**src/hw/rtl/cdq_pkg.sv**
```systemverilog
// cdq_pkg: shared types and codes for the circular deque.
// Holds the operation, status, cell command and state encodings.
// No dependencies.
package cdq_pkg;

   // Operation requested by an input word
   typedef enum logic [1:0] {
      MODE_PUSH_FRONT = 2'd0,
      MODE_PUSH_REAR  = 2'd1,
      MODE_POP_FRONT  = 2'd2,
      MODE_POP_REAR   = 2'd3
   } mode_type;

   // Result status codes
   localparam logic [1:0] STATUS_DONE     = 2'd0;
   localparam logic [1:0] STATUS_OVERFLOW = 2'd1;
   localparam logic [1:0] STATUS_EMPTY    = 2'd2;

   localparam int OCC_WIDTH    = 4;
   localparam int RESULT_WIDTH = 32;

   // Command broadcast to every cell of the chain
   typedef enum logic [2:0] {
      CELL_HOLD,
      CELL_PUSH_FRONT,
      CELL_PUSH_REAR,
      CELL_POP_FRONT,
      CELL_POP_REAR
   } cell_op_type;

   typedef enum logic {
      ST_IDLE,
      ST_FETCH
   } state_type;

endpackage

```
**src/hw/rtl/cdq_cell.sv**
```systemverilog
// cdq_cell: one storage cell of the deque chain.
// Holds one word with its valid bit and one stage of the return lane.
// Depends on cdq_pkg.
module cdq_cell #(
   parameter int DATA_WIDTH = 32
) (
   input  logic                   clock,
   input  logic                   reset,
   input  cdq_pkg::cell_op_type   op,
   input  logic [DATA_WIDTH-1:0]  push_word,
   input  logic [DATA_WIDTH-1:0]  left_data,
   input  logic                   left_valid,
   input  logic [DATA_WIDTH-1:0]  right_data,
   input  logic                   right_valid,
   input  logic [DATA_WIDTH-1:0]  ret_in_data,
   input  logic                   ret_in_valid,
   output logic [DATA_WIDTH-1:0]  data,
   output logic                   valid,
   output logic [DATA_WIDTH-1:0]  ret_data,
   output logic                   ret_valid
);
   import cdq_pkg::*;

   logic [DATA_WIDTH-1:0] data_ff, data_in;
   logic                  valid_ff, valid_in;
   logic [DATA_WIDTH-1:0] ret_data_ff, ret_data_in;
   logic                  ret_valid_ff, ret_valid_in;
   logic                  is_last;
   logic                  is_first_free;

   // local view of where the rear of the deque sits
   assign is_last       = valid_ff && !right_valid;
   assign is_first_free = left_valid && !valid_ff;

   always_comb begin
      data_in      = data_ff;
      valid_in     = valid_ff;
      // return lane walks one cell towards the front each cycle
      ret_data_in  = ret_in_data;
      ret_valid_in = ret_in_valid;
      case (op)
         CELL_PUSH_FRONT: begin
            data_in  = left_data;
            valid_in = left_valid;
         end
         CELL_POP_FRONT: begin
            data_in  = right_data;
            valid_in = right_valid;
         end
         CELL_PUSH_REAR: begin
            if (is_first_free) begin
               data_in  = push_word;
               valid_in = 1'b1;
            end
         end
         CELL_POP_REAR: begin
            if (is_last) begin
               valid_in     = 1'b0;
               ret_data_in  = data_ff;
               ret_valid_in = 1'b1;
            end
         end
         default: begin
         end
      endcase
   end

   always_ff @(posedge clock) begin
      if (reset) begin
         valid_ff     <= 1'b0;
         ret_valid_ff <= 1'b0;
      end else begin
         valid_ff     <= valid_in;
         ret_valid_ff <= ret_valid_in;
      end
      data_ff     <= data_in;
      ret_data_ff <= ret_data_in;
   end

   assign data      = data_ff;
   assign valid     = valid_ff;
   assign ret_data  = ret_data_ff;
   assign ret_valid = ret_valid_ff;

endmodule

```
**src/hw/rtl/circular_deque.sv**
```systemverilog
// circular_deque: double-ended queue built as a chain of storage cells.
// Front entry always sits in cell 0; the rear is the last valid cell.
// Depends on cdq_pkg and cdq_cell.
//
//   channel | direction | ports
//   --------+-----------+------------------------------------------
//   req     | in        | req_valid, req_ready, req_mode, req_value
//   rsp     | out       | rsp_valid, rsp_ready, rsp_status, rsp_popped,
//           |           | rsp_occupancy
//
// Pushes, front pops and refused words load their result in the cycle they are taken.
// A rear pop holds the controller in the fetch state: the word leaves the
// last cell and walks the return lane one cell per cycle to cell 0.
// Synchronous active-high reset empties the chain at once.
// A result waits in the output register; a new word is taken in the cycle
// that register is read, and none while it is full and stalled.
module circular_deque #(
   parameter int DEPTH      = 8,
   parameter int DATA_WIDTH = 32
) (
   input  logic        clock,
   input  logic        reset,
   input  logic        req_valid,
   output logic        req_ready,
   input  logic [1:0]  req_mode,
   input  logic [31:0] req_value,
   output logic        rsp_valid,
   input  logic        rsp_ready,
   output logic [1:0]  rsp_status,
   output logic [31:0] rsp_popped,
   output logic [3:0]  rsp_occupancy
);
   import cdq_pkg::*;

   localparam int CW = $clog2(DEPTH + 1);
   localparam logic [CW-1:0] FULL_COUNT = CW'(DEPTH);

   logic [DEPTH-1:0][DATA_WIDTH-1:0] cell_data, cell_ret_data;
   logic [DEPTH-1:0]                 cell_valid, cell_ret_valid;
   logic [DEPTH-1:0][DATA_WIDTH-1:0] left_data, right_data, ret_in_data;
   logic [DEPTH-1:0]                 left_valid, right_valid, ret_in_valid;

   logic [DATA_WIDTH-1:0] push_word;
   logic [RESULT_WIDTH-1:0] front_ext, ret_ext;

   state_type   state_ff, state_in;
   cell_op_type cell_op;
   mode_type    mode;
   logic [CW-1:0] count_ff, count_in;
   logic        rsp_valid_ff, rsp_valid_in;
   logic [1:0]  rsp_status_ff, rsp_status_in;
   logic [RESULT_WIDTH-1:0] rsp_popped_ff, rsp_popped_in;
   logic [OCC_WIDTH-1:0]    rsp_occ_ff, rsp_occ_in;
   logic        out_free, accept, rsp_load, fetch_start, full, empty;

   // width fitting of the pushed and returned words
   generate
      if (DATA_WIDTH <= RESULT_WIDTH) begin : g_narrow
         assign push_word = req_value[DATA_WIDTH-1:0];
         if (DATA_WIDTH < RESULT_WIDTH) begin : g_ext
            assign front_ext = {{(RESULT_WIDTH-DATA_WIDTH){cell_data[0][DATA_WIDTH-1]}},
                                cell_data[0]};
            assign ret_ext   = {{(RESULT_WIDTH-DATA_WIDTH){cell_ret_data[0][DATA_WIDTH-1]}},
                                cell_ret_data[0]};
         end else begin : g_same
            assign front_ext = cell_data[0];
            assign ret_ext   = cell_ret_data[0];
         end
      end else begin : g_wide
         assign push_word = {{(DATA_WIDTH-RESULT_WIDTH){1'b0}}, req_value};
         assign front_ext = cell_data[0][RESULT_WIDTH-1:0];
         assign ret_ext   = cell_ret_data[0][RESULT_WIDTH-1:0];
      end
      if (CW >= OCC_WIDTH) begin : g_occ_trunc
         assign rsp_occ_in = count_in[OCC_WIDTH-1:0];
      end else begin : g_occ_ext
         assign rsp_occ_in = {{(OCC_WIDTH-CW){1'b0}}, count_in};
      end
   endgenerate

   // chain of cells; the word being pushed stands left of cell 0
   genvar i;
   generate
      for (i = 0; i < DEPTH; i++) begin : g_cell
         if (i == 0) begin : g_head
            assign left_data[i]  = push_word;
            assign left_valid[i] = 1'b1;
         end else begin : g_body
            assign left_data[i]  = cell_data[i-1];
            assign left_valid[i] = cell_valid[i-1];
         end
         if (i == DEPTH - 1) begin : g_end
            assign right_data[i]   = '0;
            assign right_valid[i]  = 1'b0;
            assign ret_in_data[i]  = '0;
            assign ret_in_valid[i] = 1'b0;
         end else begin : g_mid
            assign right_data[i]   = cell_data[i+1];
            assign right_valid[i]  = cell_valid[i+1];
            assign ret_in_data[i]  = cell_ret_data[i+1];
            assign ret_in_valid[i] = cell_ret_valid[i+1];
         end
         cdq_cell #(
            .DATA_WIDTH (DATA_WIDTH)
         ) u_cell (
            .clock        (clock),
            .reset        (reset),
            .op           (cell_op),
            .push_word    (push_word),
            .left_data    (left_data[i]),
            .left_valid   (left_valid[i]),
            .right_data   (right_data[i]),
            .right_valid  (right_valid[i]),
            .ret_in_data  (ret_in_data[i]),
            .ret_in_valid (ret_in_valid[i]),
            .data         (cell_data[i]),
            .valid        (cell_valid[i]),
            .ret_data     (cell_ret_data[i]),
            .ret_valid    (cell_ret_valid[i])
         );
      end
   endgenerate

   assign mode     = mode_type'(req_mode);
   assign out_free = !rsp_valid_ff || rsp_ready;
   assign accept   = req_valid && req_ready;
   assign full     = (count_ff == FULL_COUNT);
   assign empty    = (count_ff == '0);

   // next state
   always_comb begin
      state_in = state_ff;
      unique case (state_ff)
         ST_IDLE:  if (fetch_start) state_in = ST_FETCH;
         ST_FETCH: if (cell_ret_valid[0]) state_in = ST_IDLE;
         default:  state_in = ST_IDLE;
      endcase
   end

   // outputs of the controller
   always_comb begin
      req_ready     = 1'b0;
      cell_op       = CELL_HOLD;
      rsp_load      = 1'b0;
      fetch_start   = 1'b0;
      rsp_status_in = STATUS_DONE;
      rsp_popped_in = '0;
      count_in      = count_ff;
      unique case (state_ff)
         ST_IDLE: begin
            req_ready = out_free;
            if (accept) begin
               rsp_load = 1'b1;
               unique case (mode)
                  MODE_PUSH_FRONT, MODE_PUSH_REAR: begin
                     if (full) begin
                        rsp_status_in = STATUS_OVERFLOW;
                     end else begin
                        cell_op  = (mode == MODE_PUSH_FRONT) ? CELL_PUSH_FRONT
                                                             : CELL_PUSH_REAR;
                        count_in = count_ff + 1'b1;
                     end
                  end
                  MODE_POP_FRONT: begin
                     if (empty) begin
                        rsp_status_in = STATUS_EMPTY;
                     end else begin
                        cell_op       = CELL_POP_FRONT;
                        rsp_popped_in = front_ext;
                        count_in      = count_ff - 1'b1;
                     end
                  end
                  MODE_POP_REAR: begin
                     if (empty) begin
                        rsp_status_in = STATUS_EMPTY;
                     end else begin
                        // result comes back along the return lane
                        cell_op     = CELL_POP_REAR;
                        count_in    = count_ff - 1'b1;
                        rsp_load    = 1'b0;
                        fetch_start = 1'b1;
                     end
                  end
                  default: begin
                  end
               endcase
            end
         end
         ST_FETCH: begin
            if (cell_ret_valid[0]) begin
               rsp_load      = 1'b1;
               rsp_popped_in = ret_ext;
            end
         end
         default: begin
         end
      endcase
   end

   always_comb begin
      rsp_valid_in = rsp_valid_ff;
      if (rsp_load) begin
         rsp_valid_in = 1'b1;
      end else if (rsp_ready) begin
         rsp_valid_in = 1'b0;
      end
   end

   always_ff @(posedge clock) begin
      if (reset) begin
         state_ff     <= ST_IDLE;
         count_ff     <= '0;
         rsp_valid_ff <= 1'b0;
      end else begin
         state_ff     <= state_in;
         count_ff     <= count_in;
         rsp_valid_ff <= rsp_valid_in;
      end
      if (rsp_load) begin
         rsp_status_ff <= rsp_status_in;
         rsp_popped_ff <= rsp_popped_in;
         rsp_occ_ff    <= rsp_occ_in;
      end
   end

   assign rsp_valid     = rsp_valid_ff;
   assign rsp_status    = rsp_status_ff;
   assign rsp_popped    = rsp_popped_ff;
   assign rsp_occupancy = rsp_occ_ff;

endmodule

```
**config.mk**
```make
export PLATFORM = sky130hd
export DESIGN_NAME = circular_deque
export DESIGN_NICKNAME = d
export VERILOG_FILES = /design/src/hw/rtl/cdq_pkg.sv /design/src/hw/rtl/cdq_cell.sv /design/src/hw/rtl/circular_deque.sv
export SDC_FILE = /design/constraint.sdc
export NUM_CORES = 1
export LEC_CHECK = 0
export ABC_AREA = 1
export BUFFER_PORTS_ARGS = -buffer_cell sky130_fd_sc_hd__buf_4
export CELL_PAD_IN_SITES_DETAIL_PLACEMENT = 1
export CELL_PAD_IN_SITES_GLOBAL_PLACEMENT = 2
export CORE_MARGIN = 2
export CORE_UTILIZATION = 39
export DETAILED_ROUTE_END_ITERATION = 8
export GPL_TIMING_DRIVEN = 1
export PLACE_DENSITY_LB_ADDON = 0.12
export SLEW_MARGIN = 20
export SYNTH_ARGS = -nofsm -noshare
export SYNTH_HDL_FRONTEND = slang
export SYNTH_HIERARCHICAL = 1
export SYNTH_SLANG_ARGS = --single-unit
```
**constraint.sdc**
```tcl
create_clock -name clock -period 9.9 [get_ports clock]
set_input_delay 1.98 -clock clock [delete_from_list [all_inputs] [get_ports clock]]
set_output_delay 1.98 -clock clock [all_outputs]
set_load 0.005 [all_outputs]
```
==> results of run 1 <==
## worst paths after layout
check                                        to  slack [ns]  depth (start not counted)
setup / recovery      g_cell[7].u_cell/data[16]        4.81                         11
hold / removal    g_cell[0].u_cell/ret_data[27]        0.43                          2
setup reg to reg      g_cell[7].u_cell/data[16]        5.39                         13
hold reg to reg   g_cell[0].u_cell/ret_data[27]        0.43                          2
## kinds of logic (layout without fill, tap and decap cells)
| group | count (synthesis) | in the layout |
|---|---|---|
| buffers and inverters | 479 | 566 |
| adder cells (fa/ha/maj) | 2 | 2 |
| other | 2 | 69 |
| AO/OA/AOI/OAI | 572 | 572 |
| XOR/XNOR | 2 | 2 |
| AND/OR/NAND/NOR | 1043 | 1043 |
| flip-flops | 572 | 572 |
## cells in the final DEF, fill, tap and decap left out, types with 20 or more instances in the layout
| cell | netlist | final |
|---|---|---|
| dfxtp_1 | 278 | 278 |
| inv_1 | 334 | 334 |
| clkbuf_16 | 0 | 69 |
| o21ai_0 | 93 | 93 |
| o22ai_1 | 256 | 248 |
| clkbuf_1 | 15 | 27 |
| nand3_1 | 91 | 91 |
| conb_1 | 2 | 69 |
| nand4_1 | 20 | 20 |
| nor2_1 | 543 | 542 |
| buf_4 | 32 | 104 |
| nand2_1 | 361 | 361 |
| edfxtp_1 | 294 | 294 |
| o21ai_1 | 214 | 214 |
## sequential cells by signal, summed over array words and instances (netlist names)
register and flops:
rsp_popped 32, g_cell.u_cell/valid 8, state_ff 1, rsp_status 2, count_ff 4, g_cell.u_cell/ret_valid 8, rsp_valid 1, rsp_occupancy 4
g_cell.u_cell/data 256, g_cell.u_cell/ret_data 256
## synth_stat cells
cell type    n
nor2_1     543
nand2_1    361
inv_1      334
edfxtp_1   294
dfxtp_1    278
o22ai_1    256
o21ai_1    214
o21ai_0     93
nand3_1     91
buf_2       58
buf_6       36
buf_4       32
nand4_1     20
clkbuf_1    15
nand2_2     10
a21oi_1      9
nor2_2       8
nor2_4       8
inv_2        3
conb_1       2
ha_1         2
clkbuf_2     1
nor3_1       1
nor3_4       1
xnor2_1      1
xor2_1       1
## layout make-up
class,instances,area share
well taps,790,0.03612
inverters,337,0.04622
multi-input cells,1688,0.2849
clock inverters,17,0.004069
clock buffers,103,0.07031
flip-flops and latches,572,0.5259
repair buffers,109,0.03250
## stage by stage
step	cell area [µm²]	utilization	setup slack [ns]	hold slack (ns)
finish	27370	0.4460	4.806	0.4280
global route	27370	0.4460	4.514	0.4514
floorplan	24340	-	1.376	0.4056
detailed placement	25220	0.4110	4.177	0.4220
CTS	27260	0.4442	4.797	0.4339
global placement	25220	0.4110	4.312	0.4126
## critical path: stages
cell	delay, ns
buf_4	0.11
nand2_1	0.10
inv_2	0.08
nand2_2	0.37
a21oi_4	0.24
buf_4	0.41
inv_1	0.14
nor2_4	0.75
inv_1	0.23
o22ai_4	0.46
buf_4	0.41
## power by group through the flow
stage | logic (mW) | clock network (mW) | registers (mW)
after detailed placement | 0.664 | 0 | 2.99
after global routing | 0.768 | 2.46 | 2.96
after floorplan | 0.469 | 0 | 2.91
after global placement | 0.635 | 0 | 2.99
after CTS | 0.667 | 2.37 | 2.94
final | 0.675 | 2.31 | 2.94
## metal layers
layer  global-route usage  up-vias
met5                    0        -
met4              0.05139        0
met3              0.02987       76
met2               0.3113      422
met1               0.3234     8641
li1                     -     9058
==> impl_metrics.json, run 1 <==
{
  "status": "finished, final reports clean",
  "gr-total-overflow": 0,
  "post_cts_resized": 0,
  "synth.avg_cell_area_um2": 9.015,
  "coreArea_um2": 61370,
  "cts.sinks": 572,
  "insertion_delay_ns": 0.59,
  "cap_violations": 0,
  "critical_path_required_ns": 10.15,
  "hold_violations": 0,
  "critical_path_class": "primary input to flop",
  "synth_compound_area_frac": 0.1321,
  "viasPerCell": 5.032,
  "yosys.area_share.simple": 0.1743,
  "dp_hpwl_mm": 48.90,
  "cp_data_arrival_time_ns": 5.34,
  "first_pass_iters": 5,
  "critPathMaxFanout": 40,
  "ys_ff_latch": 572,
  "clockPowerShare": 0.390,
  "cts_made_buffers": 66,
  "wl_met2_mm": 28.11,
  "syn_inst": 2672,
  "power.internal_mw": 4.380,
  "multi_input_area_um2": 7796,
  "critPathLaunch": "req_mode[1]",
  "ant_nets": 0,
  "die-width_um": 252.5,
  "diodes": 0,
  "irDropWorstVdd_uv": 115.4,
  "grt_first_pass_wirelength_mm": 105.9,
  "top_layer_used": "met4",
  "period_share": 0.5146,
  "cts_max_level": 3,
  "regArea_um2": 14390,
  "yosysSeqAreaShare": 0.5976,
  "grt_usage": 0.2108,
  "syn_to_final_growth_pct": 13.63,
  "finalNonFillerCells": 3616,
  "path_clk_slew_ns": 0.06,
  "drt_iter0_markers": 1236,
  "dp.cells": 3491,
  "syn_area_um2": 24090,
  "synth_xor_area_frac": 0.0007272,
  "die_h_um": 252.5,
  "postCtsSetupRepairBufs": 0,
  "grt_start_max_net_pins": 66,
  "drive_above_1_share": 0.08422,
  "synthAdderAreaFrac": 0.001039,
  "p_leak_nw": 11.87,
  "power_switching_mw": 1.542,
  "hp-class": "flop to flop",
  "ctsHoldBuffers": 0,
  "worstReg2RegStart": "count_ff[0]",
  "gp_congestion": 0.8280,
  "yosys_warnings": 6,
  "sw_frac_of_total": 0.2604,
  "synth_area_leader_cell": "edfxtp_1",
  "slew_viol_final": 0,
  "worstHoldStart": "g_cell[1].u_cell/ret_data[27]",
  "setup_viol": 0,
  "yosysTopAreaCellShare": 0.3665,
  "met3_length_mm": 3.495,
  "post-route-min-period_ns": 5.094,
  "timing.slew.headroom": 0.2770,
  "ioPinCount": 78,
  "muxShareOfSynthArea": 0,
  "clk_path_buf_depth": 3,
  "num-fill-cells": 7116,
  "cts_tree": "yes",
  "root_buffer": "clkbuf_16",
  "fin_total_pwr_mw": 5.922,
  "route.layer.met1.wl_mm": 34.52,
  "tightest_slew_ns": 1.084,
  "skew_ns": 0.01557,
  "wl_per_cell_um": 18.57,
  "synth_cell_types": 26,
  "ys_top_cells_by_area": "edfxtp_1 (37%), dfxtp_1 (23%), nor2_1 (8.5%), o22ai_1 (6.6%), nand2_1 (5.6%)",
  "portBuffers": 77,
  "seqPwrFrac": 0.496,
  "start_kind": "primary input",
  "start_util": 0.3925,
  "pwr-share-comb": 0.114,
  "drc": 0,
  "endpoint_kind": "flop",
  "vias": 18200,
  "die-area_um2": 63760,
  "timing.fmax_mhz": 196.3,
  "wirelength_mm": 67.14,
  "synth_top_family_by_area": "simple AND/OR/NAND/NOR gates",
  "grt_pass1_vias": 18200,
  "antenna_found_initial": 0,
  "fin_nets": 2814,
  "num_rows": 91,
  "tns_ns": 0,
  "powerDensity_nw_per_um2": 216.4,
  "rsz0062_at_grt": "no"
}
Note: power is estimated with default switching activity, not from simulation.
==> inputs of run 2 (changes only) <==
CORE_UTILIZATION = 35   (was 39)
clock period = 4.65 ns   (was 9.9 ns; I/O delays follow)
==> run 2 against run 1 <==
Wire length rose by 2.3%. Non-clock buffer count is 20 higher. Largest power group unchanged. Sequential share of layout area is 0.90 points lower. Clock skew is 0.0070 ns higher. Setup slack worse by 3.7 ns. Register-to-register slack got worse by 4.3 ns.
==> impl_metrics.json, run 2 (same netlist as run 1, synthesis figures left out) <==
{
  "antenna_found_initial": 0,
  "rsz0062_at_grt": "no",
  "path_clk_slew_ns": 0.06,
  "grt_first_pass_wirelength_mm": 109.3,
  "path_cells": "inv_1 > ha_1 > nand3_1 > nand2_1 > inv_2 > nand2_2 > a21oi_4 > inv_1 > nor2_4 > buf_4 > nand2_2 > o22ai_1 > nor2_1",
  "hold_violations": 0,
  "start_kind": "flop",
  "worst_slack_ns": 1.118,
  "num-fill-cells": 7897,
  "cp_top_family": "simple AND/OR/NAND/NOR gates",
  "viasPerCell": 4.863,
  "critical_path_class": "flop to flop",
  "cp_data_arrival_time_ns": 3.86,
  "fin_nets": 2835,
  "grt_pass1_vias": 18350,
  "cp.depth": 13,
  "clk_path_buf_depth": 3,
  "post-route-min-period_ns": 3.532,
  "final_util": 0.4074,
  "ctsHoldBuffers": 0,
  "worstHoldStart": "g_cell[1].u_cell/ret_valid",
  "root_buffer": "clkbuf_16",
  "post-place-ws_ns": 0.8976,
  "worstReg2RegStart": "count_ff[0]",
  "slew_viol_final": 0,
  "critPathMaxFanout": 31,
  "die_h_um": 266.3,
  "timing.slew.headroom": 0.3760,
  "final_common_cell": "nor2_1",
  "cts_made_buffers": 67,
  "cp_num_buf_inv": 4,
  "drt_iter0_markers": 1332,
  "skew_ns": 0.02255,
  "timing.fmax_mhz": 283.1,
  "cp_slowest_cell": "nand2_2",
  "hp-class": "flop to flop",
  "critPathMaxStageDelay_ns": 0.44,
  "portBuffers": 77,
  "min_path_cells": 2,
  "critical_path_required_ns": 4.98,
  "drc": 0,
  "drive_above_1_share": 0.09382,
  "holdPathEnd": "g_cell[0].u_cell/ret_valid",
  "grt_start_max_net_pins": 66,
  "gp_congestion": 0.7925,
  "ioPinCount": 78,
  "syn_to_final_growth_pct": 15.61,
  "diodes": 0,
  "tns_ns": 0,
  "num_rows": 96,
  "critPathLaunch": "count_ff[0]",
  "reg2reg_depth": 13,
  "gr-total-overflow": 0,
  "first_pass_iters": 5,
  "postCtsSetupRepairBufs": 0,
  "endpoint_kind": "flop",
  "cts.sinks": 572,
  "setup_viol": 0,
  "cts_tree": "yes",
  "r2r_setup_slack_ns": 1.12,
  "rr_endpoint": "g_cell[2].u_cell/data[22]",
  "die-area_um2": 70930,
  "vias": 18130,
  "p_leak_nw": 12.06,
  "cap_violations": 0,
  "wl_per_cell_um": 18.43,
  "tightest_slew_ns": 0.9327,
  "ant_nets": 0,
  "coreArea_um2": 68350,
  "multi_input_area_um2": 7818,
  "period_share": 0.7596,
  "final_cell_mix": "nor2_1 (542), nand2_1 (360), inv_1 (334)",
  "die-width_um": 266.3,
  "post_cts_resized": 0,
  "irDropWorstVdd_uv": 180.4,
  "regArea_um2": 14390,
  "powerDensity_nw_per_um2": 465.3,
  "insertion_delay_ns": 0.59,
  "dp_hpwl_mm": 49.65,
  "status": "finished, final reports clean",
  "start_util": 0.3524,
  "cts_max_level": 3,
  "wirelength_mm": 68.70,
  "grt_usage": 0.1959
}
run 2: changes by cell type in the layout (fill, tap and decap cells not counted), moves of 2 or more:
cell        change
buf_4          +18
clkbuf_1       -10
buf_12          +4
bufinv_16       +4
clkinvlp_4      +4
clkinv_1        +2
inv_6           -2
run 2: where the power goes:
part	total (mW)	switching [mW]	leakage, nW	internal (mW)
logic	1.48	0.955	5.92	0.530
registers	6.25	0.330	5.08	5.92
clock network	5.22	2.06	1.06	3.16
total	13.0	3.35	12.1	9.61
run 2: final cells by class:
type	instances	share of cell area
flip-flops and latches	572	0.5169
clock inverters	25	0.009436
multi-input cells	1688	0.2807
inverters	337	0.04543
repair buffers	129	0.03873
clock buffers	95	0.06915
well taps	882	0.03963
run 2: stage by stage:
step | cells | power (mW) | area, µm² | hold slack, ns
2_1_floorplan | 2739 | 7.203 | 24370 | 0.4056
3_3_place_gp | 3605 | 7.750 | 25580 | 0.4176
3_5_place_dp | 3605 | 7.821 | 25580 | 0.4179
4_1_cts | 3725 | 13.11 | 27760 | 0.4225
5_1_grt | 3728 | 13.60 | 27850 | 0.4551
6_report | 3728 | 12.96 | 27850 | 0.4225
run 2: worst max-delay path by stage:
stage	to	slack, ns
after global placement	g_cell[4].u_cell/data[24]	1.00
final	g_cell[2].u_cell/data[22]	1.12
after CTS	g_cell[2].u_cell/data[22]	1.10
after floorplan	g_cell[2].u_cell/data[0]	0.21
after global routing	g_cell[2].u_cell/data[22]	0.84
after detailed placement	g_cell[4].u_cell/data[25]	0.90
run 2: routing by layer:
layer  up-vias  part of all wire  GRT usage  wire length, µm
li1       9102                 -          -                -
met1      8573              0.53     0.3055            36300
met2       376              0.41     0.2805            27870
met3        79             0.051    0.03299             3488
met4         0             0.015    0.04267             1042
met5         -                 0          0                0
run 2: worst register-to-register path: cells and delay by family (launching register included):
family	cells	cell delay [ns]
AO/OA/AOI/OAI	2	0.64
buffers and inverters	4	0.72
flip-flops	1	0.41
AND/OR/NAND/NOR	6	1.23
adder cells (fa/ha/maj)	1	0.28
